<file path="src/rtl/u8d_pkg.sv">
// Shared types, constants and value checks for the UTF-8 decoder.
package u8d_pkg;

  localparam int unsigned CpWidth = 31;

  typedef enum logic [2:0] {
    ST_OK       = 3'd0,
    ST_STRAY    = 3'd1,
    ST_BADLEAD  = 3'd2,
    ST_TRUNC    = 3'd3,
    ST_OVERLONG = 3'd4,
    ST_SURR     = 3'd5,
    ST_NONCHAR  = 3'd6
  } status_e;

  localparam logic [CpWidth-1:0] Replacement = 31'h0000_FFFD;
  localparam logic [CpWidth-1:0] SurrLow     = 31'h0000_D800;
  localparam logic [CpWidth-1:0] SurrHigh    = 31'h0000_DFFF;
  localparam logic [15:0]        NonCharMask = 16'hFFFE;

  typedef struct packed {
    logic [CpWidth-1:0] code_point;
    status_e            status;
  } result_t;

  // One queue entry holds every result caused by a single input word.
  typedef struct packed {
    logic    two;
    result_t r0;
    result_t r1;
  } entry_t;

  function automatic logic [CpWidth-1:0] min_for_len(input logic [2:0] len);
    logic [CpWidth-1:0] m;
    case (len)
      3'd2:    m = 31'h0000_0080;
      3'd3:    m = 31'h0000_0800;
      3'd4:    m = 31'h0001_0000;
      3'd5:    m = 31'h0020_0000;
      3'd6:    m = 31'h0400_0000;
      default: m = '0;
    endcase
    return m;
  endfunction

  function automatic status_e check_value(input logic [CpWidth-1:0] c,
                                          input logic [2:0] len);
    status_e st;
    if (c < min_for_len(len)) begin
      st = ST_OVERLONG;
    end else if (c >= SurrLow && c <= SurrHigh) begin
      st = ST_SURR;
    end else if ((c[15:0] & NonCharMask) == NonCharMask) begin
      st = ST_NONCHAR;
    end else begin
      st = ST_OK;
    end
    return st;
  endfunction

endpackage

</file>
<file path="src/rtl/u8d_if.sv">
// Valid/ready channel interfaces for input bytes and decoded results.
interface u8d_in_if;
  logic       valid;
  logic       ready;
  logic [7:0] in_byte;
  logic       end_of_input;

  modport source (output valid, output in_byte, output end_of_input, input ready);
  modport sink (input valid, input in_byte, input end_of_input, output ready);
endinterface

interface u8d_out_if;
  logic        valid;
  logic        ready;
  logic [30:0] code_point;
  logic [2:0]  status;
  logic        last_of_run;

  modport source (output valid, output code_point, output status, output last_of_run,
                  input ready);
  modport sink (input valid, input code_point, input status, input last_of_run,
                output ready);
endinterface

</file>
<file path="src/rtl/u8d_front.sv">
// Front end: accepts bytes, tracks the open sequence and forms result entries.
module u8d_front
  import u8d_pkg::*;
(
  input  logic       clk_i,
  input  logic       rst_ni,
  input  logic       valid_i,
  input  logic [7:0] in_byte_i,
  input  logic       end_of_input_i,
  input  logic       full_i,
  output logic       ready_o,
  output logic       push_o,
  output entry_t     entry_o
);

  logic [2:0]         pend_q, pend_d;
  logic [2:0]         len_q, len_d;
  logic [CpWidth-1:0] acc_q, acc_d;
  logic [1:0]         cnt;
  result_t            res [2];
  logic               fresh;
  logic [CpWidth-1:0] acc_sh;
  logic [2:0]         pend_m;
  logic [2:0]         n;
  status_e            st;
  logic               accept;

  assign ready_o = !full_i;
  assign accept  = valid_i && ready_o;

  always_comb begin
    pend_d = pend_q;
    len_d  = len_q;
    acc_d  = acc_q;
    cnt    = 2'd0;
    res[0] = '{code_point: Replacement, status: ST_TRUNC};
    res[1] = '{code_point: Replacement, status: ST_TRUNC};
    fresh  = 1'b1;
    acc_sh = {acc_q[CpWidth-7:0], in_byte_i[5:0]};
    pend_m = pend_q - 3'd1;
    n      = 3'd2;
    st     = check_value(acc_sh, len_q);

    if (pend_q != 3'd0) begin
      if (in_byte_i[7:6] == 2'b10) begin
        fresh  = 1'b0;
        acc_d  = acc_sh;
        pend_d = pend_m;
        if (pend_m == 3'd0) begin
          res[cnt[0]] = '{code_point: (st == ST_OK) ? acc_sh : Replacement, status: st};
          cnt    = cnt + 2'd1;
          acc_d  = '0;
          len_d  = 3'd0;
        end
      end else begin
        res[cnt[0]] = '{code_point: Replacement, status: ST_TRUNC};
        cnt    = cnt + 2'd1;
        pend_d = 3'd0;
        acc_d  = '0;
        len_d  = 3'd0;
      end
    end

    if (fresh) begin
      if (!in_byte_i[7]) begin
        res[cnt[0]] = '{code_point: {{(CpWidth-8){1'b0}}, in_byte_i}, status: ST_OK};
        cnt = cnt + 2'd1;
      end else if (in_byte_i[7:6] == 2'b10) begin
        res[cnt[0]] = '{code_point: Replacement, status: ST_STRAY};
        cnt = cnt + 2'd1;
      end else if (in_byte_i[7:1] == 7'h7F) begin
        res[cnt[0]] = '{code_point: Replacement, status: ST_BADLEAD};
        cnt = cnt + 2'd1;
      end else begin
        if (in_byte_i[7:2] == 6'h3F) begin
          n = 3'd6;
        end else if (in_byte_i[7:3] == 5'h1F) begin
          n = 3'd5;
        end else if (in_byte_i[7:4] == 4'hF) begin
          n = 3'd4;
        end else if (in_byte_i[7:5] == 3'h7) begin
          n = 3'd3;
        end
        len_d  = n;
        pend_d = n - 3'd1;
        acc_d  = {{(CpWidth-8){1'b0}}, in_byte_i & (8'h7F >> n)};
      end
    end

    if (end_of_input_i && pend_d != 3'd0) begin
      res[cnt[0]] = '{code_point: Replacement, status: ST_TRUNC};
      cnt    = cnt + 2'd1;
      pend_d = 3'd0;
      acc_d  = '0;
      len_d  = 3'd0;
    end
  end

  assign push_o        = accept && (cnt != 2'd0);
  assign entry_o.two   = cnt[1];
  assign entry_o.r0    = res[0];
  assign entry_o.r1    = res[1];

  always_ff @(posedge clk_i or negedge rst_ni) begin
    if (!rst_ni) begin
      pend_q <= 3'd0;
      len_q  <= 3'd0;
      acc_q  <= '0;
    end else if (accept) begin
      pend_q <= pend_d;
      len_q  <= len_d;
      acc_q  <= acc_d;
    end
  end

`ifndef SYNTHESIS
  // An open sequence always expects fewer continuation words than its length.
  assert property (@(posedge clk_i) disable iff (!rst_ni)
    pend_q != 3'd0 |-> (len_q > pend_q) && (len_q >= 3'd2) && (len_q <= 3'd6))
    else $error("pending count does not fit the sequence length");
  // A word marked as the last one leaves no sequence open.
  assert property (@(posedge clk_i) disable iff (!rst_ni)
    accept && end_of_input_i |=> pend_q == 3'd0)
    else $error("sequence left open after end of input");
`endif

endmodule

</file>
<file path="src/rtl/u8d_fifo.sv">
// Short queue of result entries between the front and the back end.
module u8d_fifo
  import u8d_pkg::*;
#(
  parameter int unsigned Depth = 2
) (
  input  logic   clk_i,
  input  logic   rst_ni,
  input  logic   push_i,
  input  entry_t push_data_i,
  input  logic   pop_i,
  output entry_t pop_data_o,
  output logic   empty_o,
  output logic   full_o
);

  localparam int unsigned PtrW = (Depth > 1) ? $clog2(Depth) : 1;
  localparam int unsigned CntW = $clog2(Depth + 1);
  localparam logic [PtrW-1:0] LastPtr = PtrW'(Depth - 1);
  localparam logic [CntW-1:0] FullCnt = CntW'(Depth);

  entry_t          mem_q [Depth];
  logic [PtrW-1:0] wr_ptr_q, rd_ptr_q;
  logic [CntW-1:0] cnt_q;
  logic            do_push, do_pop;

  assign empty_o    = (cnt_q == '0);
  assign full_o     = (cnt_q == FullCnt);
  assign do_push    = push_i && !full_o;
  assign do_pop     = pop_i && !empty_o;
  assign pop_data_o = mem_q[rd_ptr_q];

  always_ff @(posedge clk_i) begin
    if (do_push) begin
      mem_q[wr_ptr_q] <= push_data_i;
    end
  end

  always_ff @(posedge clk_i or negedge rst_ni) begin
    if (!rst_ni) begin
      wr_ptr_q <= '0;
      rd_ptr_q <= '0;
      cnt_q    <= '0;
    end else begin
      if (do_push) begin
        wr_ptr_q <= (wr_ptr_q == LastPtr) ? '0 : wr_ptr_q + PtrW'(1);
      end
      if (do_pop) begin
        rd_ptr_q <= (rd_ptr_q == LastPtr) ? '0 : rd_ptr_q + PtrW'(1);
      end
      if (do_push && !do_pop) begin
        cnt_q <= cnt_q + CntW'(1);
      end else if (do_pop && !do_push) begin
        cnt_q <= cnt_q - CntW'(1);
      end
    end
  end

`ifndef SYNTHESIS
  // The front end must never offer an entry to a full queue.
  assert property (@(posedge clk_i) disable iff (!rst_ni) full_o |-> !push_i)
    else $error("push into a full queue");
`endif

endmodule

</file>
<file path="src/rtl/u8d_back.sv">
// Back end: holds one entry and hands out its results one word at a time.
module u8d_back
  import u8d_pkg::*;
(
  input  logic        clk_i,
  input  logic        rst_ni,
  input  logic        empty_i,
  input  entry_t      entry_i,
  output logic        pop_o,
  output logic        valid_o,
  input  logic        ready_i,
  output logic [30:0] code_point_o,
  output logic [2:0]  status_o,
  output logic        last_of_run_o
);

  entry_t  cur_q;
  logic    cur_vld_q;
  logic    sel_q;
  logic    last;
  logic    done;
  result_t res;

  assign last          = sel_q || !cur_q.two;
  assign done          = valid_o && ready_i;
  assign pop_o         = !empty_i && (!cur_vld_q || (done && last));
  assign res           = sel_q ? cur_q.r1 : cur_q.r0;
  assign valid_o       = cur_vld_q;
  assign code_point_o  = res.code_point;
  assign status_o      = res.status;
  assign last_of_run_o = last;

  always_ff @(posedge clk_i) begin
    if (pop_o) begin
      cur_q <= entry_i;
    end
  end

  always_ff @(posedge clk_i or negedge rst_ni) begin
    if (!rst_ni) begin
      cur_vld_q <= 1'b0;
      sel_q     <= 1'b0;
    end else if (pop_o) begin
      cur_vld_q <= 1'b1;
      sel_q     <= 1'b0;
    end else if (done) begin
      if (last) begin
        cur_vld_q <= 1'b0;
        sel_q     <= 1'b0;
      end else begin
        sel_q <= 1'b1;
      end
    end
  end

`ifndef SYNTHESIS
  // The second result is only ever selected in a held entry that has one.
  assert property (@(posedge clk_i) disable iff (!rst_ni)
    sel_q |-> cur_vld_q && cur_q.two)
    else $error("second result selected without one");
`endif

endmodule

</file>
<file path="src/rtl/utf8_to_code_point_decoder.sv">
// Top level of the UTF-8 to code point decoder.
// A result word is registered in the entry queue and then in the back-end holding register.
// Throughput: one byte per cycle while the entry queue is not full; a byte causing two
// results is handed out as two words. The input stalls only when the entry queue is full.
// Reset is asynchronous and active low; it closes any open sequence and empties the queue.
module utf8_to_code_point_decoder
  import u8d_pkg::*;
#(
  parameter int unsigned QueueDepth = 2
) (
  input  logic      clk_i,
  input  logic      rst_ni,
  u8d_in_if.sink    in_i,
  u8d_out_if.source out_o
);

  logic   full, empty, push, pop;
  entry_t push_entry, pop_entry;

  u8d_front u_front (
    .clk_i          (clk_i),
    .rst_ni         (rst_ni),
    .valid_i        (in_i.valid),
    .in_byte_i      (in_i.in_byte),
    .end_of_input_i (in_i.end_of_input),
    .full_i         (full),
    .ready_o        (in_i.ready),
    .push_o         (push),
    .entry_o        (push_entry)
  );

  u8d_fifo #(
    .Depth (QueueDepth)
  ) u_fifo (
    .clk_i       (clk_i),
    .rst_ni      (rst_ni),
    .push_i      (push),
    .push_data_i (push_entry),
    .pop_i       (pop),
    .pop_data_o  (pop_entry),
    .empty_o     (empty),
    .full_o      (full)
  );

  u8d_back u_back (
    .clk_i         (clk_i),
    .rst_ni        (rst_ni),
    .empty_i       (empty),
    .entry_i       (pop_entry),
    .pop_o         (pop),
    .valid_o       (out_o.valid),
    .ready_i       (out_o.ready),
    .code_point_o  (out_o.code_point),
    .status_o      (out_o.status),
    .last_of_run_o (out_o.last_of_run)
  );

endmodule
</file>
<file path="src/flat_wrapper.sv">
// flat-port wrapper written by rule: the top's interface ports become plain ports
module utf8_to_code_point_decoder_flat import u8d_pkg::*;
#(
  parameter int unsigned QueueDepth = 2
)
  (clk_i, rst_ni, in_i_valid, in_i_in_byte, in_i_end_of_input, in_i_ready, out_o_valid, out_o_code_point, out_o_status, out_o_last_of_run, out_o_ready);
  u8d_in_if in_i_i ();
  u8d_out_if out_o_i ();
  input  logic clk_i;
  input  logic rst_ni;
  input wire logic [$bits(in_i_i.valid)-1:0] in_i_valid;
  input wire logic [$bits(in_i_i.in_byte)-1:0] in_i_in_byte;
  input wire logic [$bits(in_i_i.end_of_input)-1:0] in_i_end_of_input;
  output wire logic [$bits(in_i_i.ready)-1:0] in_i_ready;
  output wire logic [$bits(out_o_i.valid)-1:0] out_o_valid;
  output wire logic [$bits(out_o_i.code_point)-1:0] out_o_code_point;
  output wire logic [$bits(out_o_i.status)-1:0] out_o_status;
  output wire logic [$bits(out_o_i.last_of_run)-1:0] out_o_last_of_run;
  input wire logic [$bits(out_o_i.ready)-1:0] out_o_ready;
  assign in_i_i.valid = in_i_valid;
  assign in_i_i.in_byte = in_i_in_byte;
  assign in_i_i.end_of_input = in_i_end_of_input;
  assign in_i_ready = in_i_i.ready;
  assign out_o_valid = out_o_i.valid;
  assign out_o_code_point = out_o_i.code_point;
  assign out_o_status = out_o_i.status;
  assign out_o_last_of_run = out_o_i.last_of_run;
  assign out_o_i.ready = out_o_ready;
  utf8_to_code_point_decoder #(.QueueDepth(QueueDepth)) u_core (.clk_i(clk_i), .rst_ni(rst_ni), .in_i(in_i_i), .out_o(out_o_i));
endmodule
</file>
<file path="config.mk">
export PLATFORM = sky130hd
export DESIGN_NAME = utf8_to_code_point_decoder_flat
export DESIGN_NICKNAME = d
export VERILOG_FILES = /design/src/rtl/u8d_pkg.sv /design/src/rtl/u8d_if.sv /design/src/rtl/u8d_front.sv /design/src/rtl/u8d_fifo.sv /design/src/rtl/u8d_back.sv /design/src/rtl/utf8_to_code_point_decoder.sv /design/src/flat_wrapper.sv
export SDC_FILE = /design/constraint.sdc
export NUM_CORES = 1
export LEC_CHECK = 0
export ABC_CLOCK_PERIOD_IN_PS = 6110
export BUFFER_PORTS_ARGS = -buffer_cell sky130_fd_sc_hd__buf_2
export CAP_MARGIN = 20
export CORE_MARGIN = 5
export CORE_UTILIZATION = 35
export CTS_CLUSTER_SIZE = 16
export DETAILED_ROUTE_END_ITERATION = 12
export MAX_ROUTING_LAYER = met4
export SYNTH_ARGS = -nofsm -noshare
export SYNTH_HDL_FRONTEND = slang
export SYNTH_HIERARCHICAL = 1
export SYNTH_SLANG_ARGS = --single-unit
</file>
<file path="constraint.sdc">
create_clock -name clk_i -period 6.11 [get_ports clk_i]
set_clock_uncertainty 0.2 [all_clocks]
set_input_delay 0.3055 -clock clk_i [delete_from_list [all_inputs] [get_ports clk_i]]
set_output_delay 0.3055 -clock clk_i [all_outputs]
set_load 0.02 [all_outputs]
</file>
==> results.sh <==
export IMPL_status="complete, no violations"
export IMPL_clock_sinks=244
export IMPL_die_h_um=185.4
export IMPL_final_common_cell="edfxtp_1"
export IMPL_hold_path_class="input pin to flip-flop"
export IMPL_ys_seq_area_share_pct=66.30
export IMPL_synth_largest_area_cell="edfxtp_1"
export IMPL_min_path_cells=2
export IMPL_p_leak_nw=4.596
export IMPL_avgSynthCellArea_um2=16.89
export IMPL_synth_seq_cells=244
export IMPL_arrival_ps=4540
export IMPL_final_core_util_pct=39.99
export IMPL_wl_per_cell_um=16.92
export IMPL_yosys_warnings=6
export IMPL_drcViolationCount=0
export IMPL_synth_edff_count=207
export IMPL_placed_cell_area_mm2=0.01120
export IMPL_drt_pass1_iterations=5
export IMPL_rsz0062_at_grt="no"
export IMPL_drive_gt1_share_pct=32.18
export IMPL_whs_ps=68.04
export IMPL_grt_pass1_vias=5458
export IMPL_initial_core_util_pct=35.31
export IMPL_track_usage_pct=11.53
export IMPL_final_setup_tns_ps=0
export IMPL_die_x_um=185.4
export IMPL_drv_slew=0
export IMPL_grt_max_degree=70
export IMPL_layout_nets=726
export IMPL_routed_top_layer="met4"
export IMPL_async_flop_share_pct=15.16
export IMPL_crit_fanout=30
export IMPL_cts_buffers=26
export IMPL_synth_area_leaders="edfxtp_1 (58%), mux2_4 (14%), dfrtp_1 (8.6%)"
export IMPL_fin_crit_ps=4534
export IMPL_syn_inst=638
export IMPL_overflow=0
export IMPL_wl_mm=18.90
export IMPL_vias=5310
export IMPL_pin_count=50
export IMPL_cts_root_buf="clkbuf_16"
export IMPL_cap_violations=0
export IMPL_met3_length_mm=1.144
export IMPL_dieArea_mm2=0.03439
export IMPL_reg2reg_from="u_core/u_front/pend_q[0]"
export IMPL_relSlewSlack_pct=34.99
export IMPL_cts_buffer_depth=3
export IMPL_wl_met2_mm=8.791
export IMPL_port_buffer_count=49
export IMPL_wl_met1_mm=8.624
export IMPL_ys_flop_type="edfxtp_1"
export IMPL_r2r_end="u_core/u_fifo/mem_q[0][13]"
export IMPL_reg2regPathDepth=10
export IMPL_yosysTopAreaCellShare_pct=57.70
export IMPL_peakVddDrop_mv=0.1894
export IMPL_core_mm2=0.03051
export IMPL_p_per_area_mw_per_mm2=507.1
export IMPL_fmax_ghz=0.2206
export IMPL_worstSetupStartpointType="input pin"
export IMPL_place_gp_congestion=0.8442
export IMPL_htreeDepth=1
export IMPL_clk_latency_ps=510
export IMPL_rows=64
export IMPL_antenna_found_initial=0
export IMPL_syn_area_mm2=0.01077
export IMPL_synthDistinctLibCells=63
export IMPL_clk_pin_slew_ps=60
export IMPL_worstPathRequired_ps=6120
export IMPL_hold_violations=0
export IMPL_drt_iter0_drc=311
export IMPL_area_growth_pct=13.24
export IMPL_setup_worst_path_end_class="flip-flop"
export IMPL_report_final_setup_viol=0
export IMPL_worstHoldEndpoint="u_core/u_fifo/mem_q[0][5]"
export IMPL_tightest_slew_ps=975.1
export IMPL_hold_start="in_i_in_byte[7]"
export IMPL_dpl_hpwl_mm=12.24
export IMPL_final_period_utilization_pct=74.20
export IMPL_routed_via_density=4.754
export IMPL_n_antenna_cell=0
export IMPL_power_w=0.006186
export IMPL_most_common_layout_cells="edfxtp_1 (207), mux2_4 (98), buf_2 (49), dfrtp_1 (35), clkbuf_16 (27)"
export IMPL_antenna_left=0
export IMPL_cts_tree="built"
export IMPL_worstSetupPathType="input pin to flip-flop"
export IMPL_grt_pass1_wl_mm=30.82
export IMPL_rrSetupSlack_ps=1700
export IMPL_finalInstanceArea_mm2=0.01220
-- final cells by class --
| class | instances | area (um2) |
|---|---|---|
| clock buffers | 36 | 729.5 |
| repair buffers | 69 | 447.9 |
| clock inverters | 12 | 155.1 |
| well taps | 396 | 495.5 |
| flip-flops and latches | 244 | 7147 |
| inverters | 22 | 82.58 |
| multi-input cells | 338 | 3142 |
| fillers | 2738 | 18310 |
-- what timing repair did --
item                                   CTS  global route
endpoints found under the hold margin   56             0
buffers inserted                         0             0
hold buffers                            11             0
resized for setup                        0             0
-- metrics by stage --
stage | setup slack, ps | std cells
2_1_floorplan | 358.5 | 653
4_1_cts | 1538 | 1116
3_5_place_dp | 1452 | 1057
5_1_grt | 1191 | 1117
3_3_place_gp | 1563 | 1057
6_report | 1576 | 1117
-- logic make-up (layout without fill, tap and decap cells) --
| family | count (synthesis) | count (layout) | share of synthesized area (%) |
|---|---|---|---|
| flops | 244 | 244 | 66.30 |
| simple gates | 110 | 110 | 5.703 |
| mux | 104 | 104 | 14.27 |
| compound gates | 90 | 90 | 6.504 |
| buf+inv | 71 | 139 | 5.308 |
| fa+ha+maj | 12 | 12 | 1.394 |
| xor+xnor | 6 | 6 | 0.4878 |
| other cells | 1 | 16 | 0.03481 |
-- synthesized netlist by cell type (5+ instances only) --
cell type	n
edfxtp_1	207
mux2_4	98
dfrtp_1	37
buf_4	25
nand2_1	22
inv_1	21
nor2_1	18
a22o_2	17
and2_1	17
a21oi_1	16
ha_1	12
buf_12	10
o21ai_0	10
nor3_1	9
a22o_1	7
buf_6	6
nand2b_1	6
or3_1	6
a31oi_1	5
clkbuf_1	5
mux2_2	5
o21bai_1	5
o2bb2ai_1	5
o31ai_1	5
-- worst max-delay path, stage by stage --
cell,delay (ps)
dlygate4sd3_1,510
buf_2,170
and2_1,340
o211ai_2,190
ha_1,220
or3_1,370
a31oi_1,270
o41a_1,510
o31ai_1,130
a31oi_1,220
nand2_1,160
nor2_4,760
buf_4,350
-- worst max-delay path by stage --
stage | from | end | slack, ps | depth (start not counted)
2_1_floorplan | in_i_in_byte[6] | u_core/u_fifo/mem_q[0][0] | 360 | 13
3_3_place_gp | in_i_in_byte[7] | u_core/u_fifo/mem_q[0][50] | 1560 | 12
3_5_place_dp | in_i_in_byte[7] | u_core/u_fifo/mem_q[0][16] | 1450 | 12
4_1_cts | in_i_in_byte[6] | u_core/u_fifo/mem_q[0][13] | 1540 | 14
5_1_grt | u_core/u_front/pend_q[0] | u_core/u_fifo/mem_q[0][13] | 1190 | 10
6_report | in_i_in_byte[6] | u_core/u_fifo/mem_q[0][13] | 1580 | 13
-- layer usage --
metal  vias up  GRT usage [%]
met3        26          2.121
li1       2519              -
met4         0          3.259
met1      2637          16.34
met5         -              -
met2       128          17.06
-- sequential cells by signal, summed over array words and instances (netlist names) --
signal	cells
u_core/u_front/len_q	3
u_core/u_fifo/mem_q	138
u_core/u_fifo/wr_ptr_q	1
u_core/u_back/sel_q	1
u_core/u_back/valid_o	1
u_core/u_fifo/rd_ptr_q	1
u_core/u_front/pend_q	3
u_core/u_fifo/cnt_q	2
u_core/u_front/acc_q	25
u_core/u_back/cur_q	69
-- power by group --
part / switching [W] / internal, W
logic: 0.00106 / 0.000858
clock network: 0.000596 / 0.000998
registers: 0.000200 / 0.00247
(Power assumes the default switching activity.)
